<file path="config.mk">
export PLATFORM = sky130hd
export DESIGN_NAME = block_mean_variance_unit
export DESIGN_NICKNAME = d
export VERILOG_FILES = /design/src/rtl/bmv_pkg.sv /design/src/rtl/block_mean_variance_unit.sv
export SDC_FILE = /design/constraint.sdc
export NUM_CORES = 1
export LEC_CHECK = 0
export BUFFER_PORTS_ARGS = -buffer_cell sky130_fd_sc_hd__buf_4
export CAP_MARGIN = 0
export CORE_MARGIN = 2
export CORE_UTILIZATION = 45
export CTS_CLUSTER_SIZE = 8
export DETAILED_ROUTE_END_ITERATION = 8
export PLACE_DENSITY_LB_ADDON = 0.08
export SETUP_SLACK_MARGIN = 0.3
export SLEW_MARGIN = 10
export SYNTH_ARGS = -nofsm -noshare
export SYNTH_HDL_FRONTEND = slang
export SYNTH_SLANG_ARGS = --single-unit
</file>
<file path="constraint.sdc">
create_clock -name clk -period 14.8 [get_ports clk]
set_input_delay 2.22 -clock clk [delete_from_list [all_inputs] [get_ports clk]]
set_output_delay 2.22 -clock clk [all_outputs]
set_load 0.02 [all_outputs]
</file>
<file path="src/rtl/bmv_pkg.sv">
// Shared widths and limits for the tile mean and variance block.
`timescale 1ns / 1ps
`default_nettype none

package bmv_pkg;

  // Largest number of pixels counted in one tile
  localparam int MAX_PIXELS = 262144;

  localparam int PIX_W   = 8;
  localparam int CNT_W   = 19;  // holds MAX_PIXELS itself
  localparam int SUM_W   = 26;
  localparam int SQ_W    = 34;
  localparam int ACC_W   = 53;  // n * sum of squares
  localparam int DEN_W   = 37;  // n * n
  localparam int REM_W   = 36;  // division remainder, always below n * n
  localparam int MEAN_W  = 16;
  localparam int VAR_W   = 22;
  localparam int FRAC_W  = 8;
  localparam int STEP_W  = 5;

endpackage

`default_nettype wire

</file>
<file path="src/rtl/block_mean_variance_unit.sv">
// Tile mean and population variance with one shared add/subtract unit.
//
// Pixels enter on the pixel channel (pixel, last, pixel_valid, pixel_stall)
// one per cycle, in raster order, while the block accumulates. The pixel
// marked last closes the tile: the block then raises pixel_stall and runs a
// sequencer over a single 53-bit adder/subtractor: three shift-add
// multiplies (n*sumsq, sum*sum, n*n), one subtract and two restoring
// divisions (16 and 22 quotient bits). result_valid rises once that
// sequence ends and the output register is free.
// The result (mean_fixed, variance_fixed, pixel_count, overflow) sits in
// an output register until result_stall is low. Pixels of the next tile
// are taken while it waits; if a second tile closes before the first
// result is taken, the block holds in its final step until the register
// frees. Pixels past MAX_PIXELS are dropped and flag overflow.
// rst (synchronous, active high) clears the running totals, the sequencer
// and result_valid.
`timescale 1ns / 1ps
`default_nettype none

module block_mean_variance_unit (
  input  wire logic                        clk,
  input  wire logic                        rst,
  input  wire logic [bmv_pkg::PIX_W-1:0]   pixel,
  input  wire logic                        last,
  input  wire logic                        pixel_valid,
  output logic                             pixel_stall,
  output logic [bmv_pkg::MEAN_W-1:0]       mean_fixed,
  output logic [bmv_pkg::VAR_W-1:0]        variance_fixed,
  output logic [bmv_pkg::CNT_W-1:0]        pixel_count,
  output logic                             overflow,
  output logic                             result_valid,
  input  wire logic                        result_stall
);

  import bmv_pkg::*;

  localparam logic [3:0] T_ACCUM  = 4'd0;
  localparam logic [3:0] T_LOAD   = 4'd1;
  localparam logic [3:0] T_MUL_NS = 4'd2;
  localparam logic [3:0] T_MUL_SS = 4'd3;
  localparam logic [3:0] T_SUB    = 4'd4;
  localparam logic [3:0] T_DIV_M  = 4'd5;
  localparam logic [3:0] T_MUL_NN = 4'd6;
  localparam logic [3:0] T_DIV_V  = 4'd7;
  localparam logic [3:0] T_DONE   = 4'd8;

  logic [3:0]              state;
  logic [STEP_W-1:0]       step;

  logic [CNT_W-1:0]        running_count;
  logic [SUM_W-1:0]        running_sum;
  logic [SQ_W-1:0]         running_square_sum;
  logic                    overflow_seen;

  logic [ACC_W-1:0]        acc;
  logic [ACC_W-1:0]        mcand;
  logic [SUM_W-1:0]        mplier;
  logic [ACC_W-1:0]        dval;
  logic [DEN_W-1:0]        divisor;
  logic [REM_W-1:0]        rem;
  logic [VAR_W-1:0]        quo;
  logic [MEAN_W-1:0]       mean_res;

  logic [ACC_W-1:0]        alu_x;
  logic [ACC_W-1:0]        alu_y;
  logic                    alu_sub;
  logic [ACC_W:0]          alu_out;
  logic [DEN_W-1:0]        trial;
  logic                    qbit;

  logic                    pix_take;
  logic                    room;
  logic [2*PIX_W-1:0]      pix_sq;
  logic                    out_free;

  assign pixel_stall = (state != T_ACCUM);
  assign pix_take    = pixel_valid && !pixel_stall;
  assign room        = (running_count < CNT_W'(MAX_PIXELS));
  assign pix_sq      = pixel * pixel;
  assign out_free    = !result_valid || !result_stall;

  // Restoring division: bring in the next dividend bit from the top of quo
  assign trial = {rem, quo[VAR_W-1]};

  always_comb begin
    case (state)
      T_SUB: begin
        alu_x   = dval;
        alu_y   = acc;
        alu_sub = 1'b1;
      end
      T_DIV_M, T_DIV_V: begin
        alu_x   = {{(ACC_W-DEN_W){1'b0}}, trial};
        alu_y   = {{(ACC_W-DEN_W){1'b0}}, divisor};
        alu_sub = 1'b1;
      end
      default: begin
        alu_x   = acc;
        alu_y   = mplier[0] ? mcand : '0;
        alu_sub = 1'b0;
      end
    endcase
  end

  assign alu_out = {1'b0, alu_x} + {1'b0, (alu_sub ? ~alu_y : alu_y)}
                 + {{ACC_W{1'b0}}, alu_sub};
  // Carry out of a subtract means no borrow
  assign qbit = alu_out[ACC_W];

  always_ff @(posedge clk) begin
    if (rst) begin
      state              <= T_ACCUM;
      step               <= '0;
      running_count      <= '0;
      running_sum        <= '0;
      running_square_sum <= '0;
      overflow_seen      <= 1'b0;
      result_valid       <= 1'b0;
    end else begin
      // Raise on the final step, drop once the request is taken
      if (state == T_DONE && out_free) begin
        result_valid <= 1'b1;
      end else if (!result_stall) begin
        result_valid <= 1'b0;
      end
      case (state)
        T_ACCUM: begin
          if (pix_take) begin
            if (room) begin
              running_count      <= running_count + CNT_W'(1);
              running_sum        <= running_sum + SUM_W'(pixel);
              running_square_sum <= running_square_sum + SQ_W'(pix_sq);
            end else begin
              overflow_seen <= 1'b1;
            end
            if (last) begin
              state <= T_LOAD;
            end
          end
        end
        T_LOAD: begin
          acc    <= '0;
          mcand  <= {{(ACC_W-SQ_W){1'b0}}, running_square_sum};
          mplier <= {{(SUM_W-CNT_W){1'b0}}, running_count};
          step   <= STEP_W'(CNT_W-1);
          state  <= T_MUL_NS;
        end
        T_MUL_NS, T_MUL_SS, T_MUL_NN: begin
          acc    <= alu_out[ACC_W-1:0];
          mcand  <= {mcand[ACC_W-2:0], 1'b0};
          mplier <= {1'b0, mplier[SUM_W-1:1]};
          step   <= step - STEP_W'(1);
          if (step == '0) begin
            if (state == T_MUL_NS) begin
              // Park n*sumsq and start sum*sum
              dval   <= alu_out[ACC_W-1:0];
              acc    <= '0;
              mcand  <= {{(ACC_W-SUM_W){1'b0}}, running_sum};
              mplier <= running_sum;
              step   <= STEP_W'(SUM_W-1);
              state  <= T_MUL_SS;
            end else if (state == T_MUL_SS) begin
              state <= T_SUB;
            end else begin
              // n*n is the variance divisor; the remainder starts at d / 2^14
              divisor <= alu_out[DEN_W-1:0];
              rem     <= dval[REM_W+VAR_W-FRAC_W-1:VAR_W-FRAC_W];
              quo     <= {dval[VAR_W-FRAC_W-1:0], {FRAC_W{1'b0}}};
              step    <= STEP_W'(VAR_W-1);
              state   <= T_DIV_V;
            end
          end
        end
        T_SUB: begin
          dval    <= alu_out[ACC_W-1:0];
          // Mean: (sum << 8) / n, quotient known to fit 16 bits
          divisor <= {{(DEN_W-CNT_W){1'b0}}, running_count};
          rem     <= {{(REM_W-(SUM_W-FRAC_W)){1'b0}}, running_sum[SUM_W-1:FRAC_W]};
          quo     <= {running_sum[FRAC_W-1:0], {(VAR_W-FRAC_W){1'b0}}};
          step    <= STEP_W'(MEAN_W-1);
          state   <= T_DIV_M;
        end
        T_DIV_M, T_DIV_V: begin
          rem  <= qbit ? alu_out[REM_W-1:0] : trial[REM_W-1:0];
          quo  <= {quo[VAR_W-2:0], qbit};
          step <= step - STEP_W'(1);
          if (step == '0) begin
            if (state == T_DIV_M) begin
              mean_res <= {quo[MEAN_W-2:0], qbit};
              acc      <= '0;
              mcand    <= {{(ACC_W-CNT_W){1'b0}}, running_count};
              mplier   <= {{(SUM_W-CNT_W){1'b0}}, running_count};
              step     <= STEP_W'(CNT_W-1);
              state    <= T_MUL_NN;
            end else begin
              state <= T_DONE;
            end
          end
        end
        T_DONE: begin
          // Hold until the output register is free, then clear for the next tile
          if (out_free) begin
            state              <= T_ACCUM;
            running_count      <= '0;
            running_sum        <= '0;
            running_square_sum <= '0;
            overflow_seen      <= 1'b0;
          end
        end
        default: begin
          state <= T_ACCUM;
        end
      endcase
    end
  end

  always_ff @(posedge clk) begin
    if (state == T_DONE && out_free) begin
      if (running_count == '0) begin
        mean_fixed     <= '0;
        variance_fixed <= '0;
      end else begin
        mean_fixed     <= mean_res;
        variance_fixed <= quo;
      end
      pixel_count <= running_count;
      overflow    <= overflow_seen;
    end
  end

  a_count_cap: assert property (@(posedge clk) disable iff (rst)
    running_count <= CNT_W'(MAX_PIXELS))
    else $error("pixel count above limit");

  a_sum_bound: assert property (@(posedge clk) disable iff (rst)
    {2'b00, running_sum} <= ({1'b0, running_count, {FRAC_W{1'b0}}}
                             - {9'd0, running_count}))
    else $error("pixel sum exceeds 255 per counted pixel");

  a_ovf_full: assert property (@(posedge clk) disable iff (rst)
    overflow_seen |-> (running_count == CNT_W'(MAX_PIXELS)))
    else $error("overflow flagged before tile was full");

  a_rem_below: assert property (@(posedge clk) disable iff (rst)
    (state == T_DIV_V) |-> ({1'b0, rem} < divisor))
    else $error("division remainder not below divisor");

  a_result_src: assert property (@(posedge clk) disable iff (rst)
    $rose(result_valid) |-> ($past(state) == T_DONE))
    else $error("result raised outside final step");

endmodule

`default_nettype wire

</file>
; Word-level counts from Yosys, hierarchy flattened
; Cells that the tools add are included.
[op_classes]
n_addsub = 6
n_mul = 1
n_lt_le_gt_ge = 1
eq_ne = 20
mux = 69
bitwise_logic = 2
n_reduce_logical = 26
[ops]
columns = op, n
row1 = two-way mux 53 bit, 12
row2 = case mux 53 bit (2 select lines), 3
row3 = case mux 53 bit (3 select lines), 2
row4 = two-way mux 26 bit, 7
row5 = two-way mux 36 bit, 4
row6 = two-way mux 37 bit, 3
row7 = case mux 36 bit (3 select lines), 1
row8 = two-way mux 34 bit, 3
row9 = case mux 26 bit (3 select lines), 1
row10 = case mux 37 bit (2 select lines), 1
row11 = case mux 34 bit (2 select lines), 1
row12 = two-way mux 22 bit, 3
row13 = case mux 22 bit (3 select lines), 1
row14 = two-way mux 19 bit, 3
row15 = adder 53 x 53 -> 54 bit, 1
row16 = adder 54 x 1 -> 54 bit, 1
row17 = inverter 53 bit, 1
row18 = case mux 26 bit (2 select lines), 1
row19 = case mux 19 bit (2 select lines), 1
row20 = adder 34 x 16 -> 34 bit, 1
row21 = adder 26 x 8 -> 26 bit, 1
row22 = two-way mux 5 bit, 5
row23 = two-way mux 4 bit, 6
row24 = case mux 4 bit (6 select lines), 1
row25 = other kinds (29), 61
[word_totals]
ff_bits = 444
out_inout_bits = 60

; Longest topological paths before layout
; Gate-level depths: netlist of the first run.
[logic_depth]
depth_word = 11
ltp_mapped = 22
depth_no_buf = 19

; Least setup slack after synthesis of the first run
; No wires, ideal clock.
[synth_timing]
kind = input port to flip-flop
from = in rst
to = reg acc[0], enable pin
setup_ns = 0.947
arrival_ns = 14.969
required_time_ns = 13.853
slack_ns = -1.116
path_stages = 2
cell_sequence = clkbuf_1 -> nor4_1
[synth_via]
elab_chain_len = 2
[synth_lines]
columns = item, line_no
row1 = start: declaration, block_mean_variance_unit.sv:22  ; input wire logic rst,
row2 = inverter 1 bit (no line), -
row3 = AND reduction 4 bit (no line), -
row4 = end signal: assignment, block_mean_variance_unit.sv:149  ; acc <= alu_out[ACC_W-1:0];
row5 = end: declaration, block_mean_variance_unit.sv:55  ; logic [ACC_W-1:0] acc;
; Every way passes these cells.
; A chain may end at the register's enable or synchronous reset.

; Worst setup path after layout of the first run
[layout_timing]
from = reg state[2]
to = reg rem[17], data pin
[layout_via]
elab_chain_len = 9
[layout_lines]
columns = item, line_no
row1 = start: declaration, block_mean_variance_unit.sv:47  ; logic [3:0] state;
row2 = start signal: assignment, block_mean_variance_unit.sv:112  ; state <= T_ACCUM;
row3 = start signal: assignment, block_mean_variance_unit.sv:137  ; state <= T_LOAD;
row4 = start signal: assignment, block_mean_variance_unit.sv:146  ; state <= T_MUL_NS;
row5 = equality test 4 x 3 -> 1 bit, "block_mean_variance_unit.sv:86, block_mean_variance_unit.sv:126"
row6 = OR reduction 2 bit, "block_mean_variance_unit.sv:86, block_mean_variance_unit.sv:126"
row7 = case mux 53 bit (2 select lines), block_mean_variance_unit.sv:86  ; case (state)
row8 = inverter 53 bit, block_mean_variance_unit.sv:105  ; assign alu_out = {1'b0, alu_x} + {1'b0, (alu_sub ? ~alu_y : alu_y)}
row9 = two-way mux 53 bit, block_mean_variance_unit.sv:105
row10 = adder 53 x 53 -> 54 bit, block_mean_variance_unit.sv:105
row11 = adder 54 x 1 -> 54 bit, block_mean_variance_unit.sv:106  ; + {{ACC_W{1'b0}}, alu_sub};
row12 = two-way mux 36 bit, block_mean_variance_unit.sv:184  ; rem <= qbit ? alu_out[REM_W-1:0] : trial[REM_W-1:0];
row13 = case mux 36 bit (3 select lines) *, block_mean_variance_unit.sv:126  ; case (state)
row14 = end signal: assignment, block_mean_variance_unit.sv:167  ; rem <= dval[REM_W+VAR_W-FRAC_W-1:VAR_W-FRAC_W];
row15 = end signal: assignment, block_mean_variance_unit.sv:178  ; rem <= {{(REM_W-(SUM_W-FRAC_W)){1'b0}}, running_sum[SUM_W-1:FRAC_W]};
row16 = end signal: assignment, block_mean_variance_unit.sv:184
row17 = end: declaration, block_mean_variance_unit.sv:60  ; logic [REM_W-1:0] rem;
; Mark *: on every way between the ends. The rest lies on a longest branch, timed or not.

==> results of run 1 <==
==> final timing paths <==
| kind | endpoint | depth (start not counted) | slack (ps) |
|---|---|---|---|
| hold reg to reg | overflow$_DFFE_PP_ | 0 | 430 |
| setup / recovery | rem[17]$_DFFE_PP_ | 14 | 7740 |
| setup reg to reg | rem[17]$_DFFE_PP_ | 14 | 7740 |
| hold / removal | overflow$_DFFE_PP_ | 0 | 430 |
==> Yosys cell counts (7+ instances only) <==
library cell,number
a221oi_1,37
edfxtp_1,354
or3_1,17
xnor2_1,52
buf_2,11
o21a_1,18
a22o_1,36
or4_1,9
a21o_1,43
a211oi_1,9
o21ai_1,7
o21bai_1,9
fa_1,39
buf_1,19
nand2b_1,11
nand4_1,16
and3_1,113
nor3b_1,15
o21ai_0,90
nor2_1,241
clkbuf_1,142
a222oi_1,24
nor3_1,50
o211ai_2,11
inv_1,154
o31ai_1,7
nand2_1,292
a221o_1,13
nor4_1,15
xor2_1,43
dfxtp_1,90
a21oi_1,239
nor2b_1,55
nand3_1,40
a22oi_1,58
a31oi_1,9
ha_1,104
o211ai_1,68
and2_1,52
==> power by group through the flow <==
| stage | clock network (uW) | registers [uW] | logic [uW] |
|---|---|---|---|
| 2_1_floorplan | 0 | 1750 | 1720 |
| 3_3_place_gp | 0 | 1810 | 2260 |
| 3_5_place_dp | 0 | 1810 | 2290 |
| 4_1_cts | 1340 | 1790 | 2310 |
| 5_1_grt | 1390 | 1810 | 2600 |
| 6_report | 1320 | 1790 | 2330 |
==> registers in the layout, indices dropped and copies added, names as in the netlist, 26 cells and up <==
name	cells
acc	53
dval	53
mcand	53
divisor	37
rem	36
running_square_sum	34
mplier	26
running_sum	26
==> through the flow <==
step                worst slack, ps  total power (uW)  std cells
global placement               7403              4068       3384
CTS                            7910              5440       3491
finish                         7737              5438       3491
global route                   7487              5799       3491
detailed placement             7375              4107       3384
floorplan                      4520              3474       2693
==> logic make-up (layout without fill, tap and decap cells) <==
family / count (synthesis) / after routing
simple gates: 946 / 946
compound gates: 730 / 730
flops: 444 / 444
buf+inv: 332 / 365
fa+ha+maj: 143 / 143
xor+xnor: 95 / 95
mux: 3 / 3
==> final cells by class <==
cell class,count,share of cell area [%]
clock buffer,105,5.886
clock inverter,2,0.1333
inverter,155,1.999
multi-input combinational,1917,43.29
sequential,444,42.75
tap,765,3.289
timing repair buffer,103,2.657
==> routing by layer <==
| metal | GRT usage, % | up-vias |
|---|---|---|
| li1 | - | 9815 |
| met1 | 38.30 | 10440 |
| met2 | 42.42 | 691 |
| met3 | 3.885 | 103 |
| met4 | 6.934 | 0 |
| met5 | 0 | - |
==> out/results.tsv, run 1 <==
metric	value	unit
postcts setup bufs	0	
most frequent cells in the layout	354 x edfxtp_1, 291 x nand2_1, 239 x nor2_1, 238 x a21oi_1, 153 x inv_1	
first-pass GRT wire length	124.9	mm
CP delay by family, top	simple AND/OR/NAND/NOR gates	
met2 wire length	36.60	mm
Cell Int Power	3203	uW
CTS tree	built	
CP required	15130	ps
grt total ovfl	0	
Synth top area share	40.55	%
row cnt	88	
Inserted Clock Buffers	61	
Worst EP arrival	7400	ps
switching pwr	2235	uW
Slew Viols, Final	0	
min-delay src	overflow_seen$_SDFFE_PP0P_	
post-DP HPWL	53.39	mm
hold slack	432.5	ps
crit path max fanout	65	
drt initial violations	2028	
Synth Cell Area	26220	sq um
worst path buffer plus inverter count	2	
initial antenna violation count	0	
fin area	29100	sq um
residual DRC count	0	
sum of negative setup slack	0	ps
area delta synth->final	11.00	%
RSZ-0062 raised after global routing	false	
footprint of the multi-input gates	12600	sq um
CTS Root Cell	clkbuf_16	
Sw Share	41.10	%
Placed Area	27350	sq um
Syn. warnings	0	
fillcell total	5400	
post-synthesis compound-gate area fraction	19.02	%
Core Util, Final	50.44	%
CTS sink count	444	
Hold Path Class	flip-flop to flip-flop	
drt wl/cell	22.94	um
cell type with the largest total area after synthesis	edfxtp_1	
Setup Skew	23.74	ps
GPL Wtd Cong	0.9022	
RR Startpoint	state[2]$_SDFFE_PP0P_	
CP startpoint	state[2]$_SDFFE_PP0P_	
Synth Area in XOR/XNOR	3.174	%
number of diodes	0	
Post-Synth Adder-Cell Area	7.942	%
combinational power share	42.8	%
synth top area cells	edfxtp_1 41%, dfxtp_1 6.9%, ha_1 5.0%	
Tcrit/Tclk final	47.73	%
Synth Instances	2693	
Relative slew margins	18.66	%
CP max stage cell	and2_4	
setup violators final	0	
leading cell type in the layout, fill and taps excluded	edfxtp_1	
Post-synth EDFFs	354	
first-pass detailed-route iteration total	6	
CORE AREA	57700	sq um
post-synthesis sequential area ratio	47.42	%
worst-skew pair later-pin latency	640	ps
uppermost layer routed	met4	
CTS Buffer Depth	3	
Slowest Stage Delay on Critical Path	770	ps
Worst Setup Start Kind	flip-flop	
metal3 WL	5.088	mm
Seq cells post-synth	444	
GRT Total Usage	26.72	%
Avg Cell Area, Syn	9.735	sq um
Register Area	12440	sq um
minimum clock period	7063	ps
Reg power frac	33.0	%
Mapped Nets	2849	
drt via density	6.031	
Worst setup EP type	flip-flop	
post_cts resized	0	
Worst-Margin Slew	1216	ps
layout cells sized above 1	8.180	%
WS Path Type	flip-flop to flip-flop	
fraction of synthesized area in multiplexers	0.1193	%
Async SR Flop Fraction	0	%
Final #Nets	2838	
main combinational cell family by area after synthesis	compound AO/OA/AOI/OAI gates	
Post-CTS Hold Fix Bufs	0	
status	finished, final reports clean	
via count	21050	
simple-gate area share of the yosys netlist	17.39	%
Max Clk Rate	0.1416	GHz
dominant synthesized flop cell	edfxtp_1	
WL final	80.09	mm
wl on met1	36.58	mm
starting density of the core	45.44	%
crit-path cells	and2b_2, and2_4, buf_4, a221oi_1, ha_1, nand4_1, nor3_1, o211ai_4, a21oi_2, o2111a_1, o21a_4, nor2_8, inv_2, o211ai_1	
H-tree Lvls	2	
I/O Buffers	72	
Die Span Y	245.4	um
Die Wd	245.4	um
P per Cell Area	186.9	nW/um^2
Clock transition at path regs	50	ps
largest net degree at the start of global routing	72	
I/O pin total	73	
vias in the first global route	20700	
clock network fraction of total power	24.3	%
area of the die	60210	sq um
leakage	0.01149	uW
Routed Antenna Nets	0	
Max IR drop VDD	0.09359	mV
final hold viol count	0	
Distinct cells, synth	81	
Max Cap Violations	0	
No activity file was read; power rests on OpenSTA's default activity.
==> run 2, diff against run 1 <==
Settings changed: ABC_AREA set to 1.
Clock period 14.8 ns to 6.2 ns, I/O delays scaled along.
==> out/results.tsv, run 2 <==
metric	value	unit
P per Cell Area	619.7	nW/um^2
Die Wd	245.0	um
Reg power frac	27.4	%
drt via density	5.597	
Async SR Flop Fraction	0	%
Max Cap Violations	0	
status	finished, final reports clean	
Post-synth EDFFs	354	
reg-to-reg critical path endpoint	rem[1]$_DFFE_PP_	
first-pass GRT wire length	129.6	mm
Tcrit/Tclk final	80.31	%
crit path max fanout	73	
min-delay src	quo[14]$_DFFE_PP_	
post-DP HPWL	62.25	mm
Worst EP arrival	5300	ps
worst-skew pair later-pin latency	610	ps
most frequent cells in the layout	554 x nand2_1, 532 x inv_1, 354 x edfxtp_1, 329 x nor2_1, 283 x o21ai_0	
RSZ-0062 raised after global routing	false	
Synth Cell Area	26130	sq um
leading cell type in the layout, fill and taps excluded	nand2_1	
Sw Share	47.91	%
CTS Buffer Depth	3	
CTS sink count	444	
sum of negative setup slack	0	ps
drt wl/cell	21.31	um
Syn. warnings	0	
top-count cell post-synth	nand2_1	
area delta synth->final	13.45	%
Mapped Nets	3253	
footprint of the multi-input gates	11260	sq um
Slew Viols, Final	0	
Register Area	12430	sq um
GPL Wtd Cong	0.9287	
GRT Total Usage	28.29	%
setup violators final	0	
CTS Root Cell	clkbuf_16	
final hold viol count	0	
drt initial violations	2172	
WL final	84.77	mm
grt total ovfl	0	
Cell Int Power	9569	uW
Post-synth top cells	554 x nand2_1, 533 x inv_1, 354 x edfxtp_1	
first-pass detailed-route iteration total	6	
postcts setup bufs	0	
Avg Cell Area, Syn	8.436	sq um
layout cells sized above 1	7.563	%
CP max stage cell	buf_4	
combinational power share	53.8	%
starting density of the core	45.37	%
post_cts resized	0	
Seq cells post-synth	444	
Post-CTS Hold Fix Bufs	0	
vias in the first global route	21680	
via count	22270	
Distinct cells, synth	60	
Relative slew margins	24.98	%
Synth Instances	3097	
Inserted Clock Buffers	66	
Largest regs	acc (53), dval (53), mcand (53)	
crit-path cells	inv_2, nand2_4, nor2_4, buf_4, a221oi_1, ha_1, a21oi_1, o21ai_0, a21oi_1, o21ai_0, a21oi_1, nand2_2, nand2_2, buf_12, o21ai_0, o21ai_1, nand3_1	
Routed Antenna Nets	0	
Clock transition at path regs	50	ps
Worst Setup Start Kind	flip-flop	
CP required	6520	ps
Slowest Stage Delay on Critical Path	760	ps
Worst-Margin Slew	1123	ps
CTS tree	built	
Final #Nets	3322	
Setup Skew	28.06	ps
number of diodes	0	
synth top area cells	edfxtp_1 41%, nand2_1 8.0%, inv_1 7.7%	
hold slack	434.0	ps
Worst setup EP type	flip-flop	
switching pwr	8800	uW
end of the worst hold path	mean_res[15]$_DFFE_PP_	
PnR Total Power	18370	uW
clock network fraction of total power	18.8	%
R2R cell count	17	
row cnt	88	
WHS Path Cells	0	
leakage	0.01266	uW
reg2reg setup slack	1220	ps
H-tree Lvls	3	
I/O Buffers	72	
RR Startpoint	state[3]$_SDFFE_PP0P_	
WS Path Type	flip-flop to flip-flop	
CORE AREA	57590	sq um
Synth top area share	40.69	%
dominant synthesized flop cell	edfxtp_1	
residual DRC count	0	
Die Span Y	245.0	um
I/O pin total	73	
area of the die	60010	sq um
cell type with the largest total area after synthesis	edfxtp_1	
minimum clock period	4979	ps
initial antenna violation count	0	
post-synthesis sequential area ratio	47.58	%
fillcell total	5510	
largest net degree at the start of global routing	133	
Max Clk Rate	0.2008	GHz
Max IR drop VDD	0.3081	mV
Hold Path Class	flip-flop to flip-flop	
==> run 2: changes by cell type after synthesis, sizes merged, moves of 46 or more <==
cell / delta
and2: -51
and3: -108
clkbuf: -46
inv: +389
nand2: +272
nor2: +97
nor2b: -55
o211ai: -47
o21ai: +193
==> run 2: layout make-up <==
cell class / instances / share of cell area, %
multi-input cells: 1994 / 37.98
clock buffers: 108 / 6.281
repair buffers: 116 / 3.276
well taps: 765 / 3.229
clock inverters: 7 / 0.3883
flip-flops and latches: 444 / 41.94
inverters: 544 / 6.901
==> run 2: stage by stage <==
stage	utilization (%)	cell area [sq um]	worst slack [ps]	instances
after detailed placement	48.04	27670	631.1	3863
after global placement	48.04	27670	678.1	3863
final	51.48	29640	1221	3978
after CTS	51.48	29640	1261	3978
after floorplan	-	26140	378.4	3097
after global routing	51.48	29640	864.6	3978
==> run 2: worst max path at each step <==
stage	from	to	slack, ps	depth (start not counted)
5_1_grt	pixel[5]	running_square_sum[33]$_SDFFE_PP0P_	860	23
6_report	state[3]$_SDFFE_PP0P_	rem[1]$_DFFE_PP_	1220	17
4_1_cts	pixel[5]	running_square_sum[33]$_SDFFE_PP0P_	1260	23
3_3_place_gp	pixel[5]	running_square_sum[29]$_SDFFE_PP0P_	680	23
2_1_floorplan	step[0]$_SDFFE_PP0P_	acc[0]$_SDFFCE_PN0P_	380	10
3_5_place_dp	pixel[5]	running_square_sum[33]$_SDFFE_PP0P_	630	23
==> run 2: routing by layer <==
layer	track usage (%)	part of all wire (%)	wire, um	vias up
li1	-	-	-	10530
met1	41.54	46	39390	10760
met2	41.88	43	36060	849
met3	5.467	8.3	7068	126
met4	9.075	2.7	2254	0
met5	0	0	0	-
==> run 2: worst max-delay path, delay by kind of cell (launching register included) <==
family / cells / cell delay, ps
adder cells (fa/ha/maj): 1 / 420
flip-flops: 1 / 390
AO/OA/AOI/OAI: 8 / 1860
AND/OR/NAND/NOR: 5 / 700
buffers and inverters: 3 / 1200
==> run 2: kinds of logic (layout without fill, tap and decap cells) <==
| group | Yosys count | in the layout | share of synthesized area (%) |
|---|---|---|---|
| mux | 1 | 1 | 0.03831 |
| flops | 444 | 444 | 47.58 |
| buf+inv | 659 | 775 | 9.640 |
| compound gates | 714 | 714 | 15.93 |
| xor+xnor | 50 | 50 | 1.676 |
| simple gates | 1086 | 1086 | 17.16 |
| fa+ha+maj | 143 | 143 | 7.969 |
==> run 2: power groups by stage <==
stage	logic (uW)	clock network, uW	registers [uW]
floorplan	6470	0	5010
global placement	9610	0	5060
detailed placement	9700	0	5070
CTS	9750	3510	5020
global route	11000	3630	5090
finish	9890	3450	5030
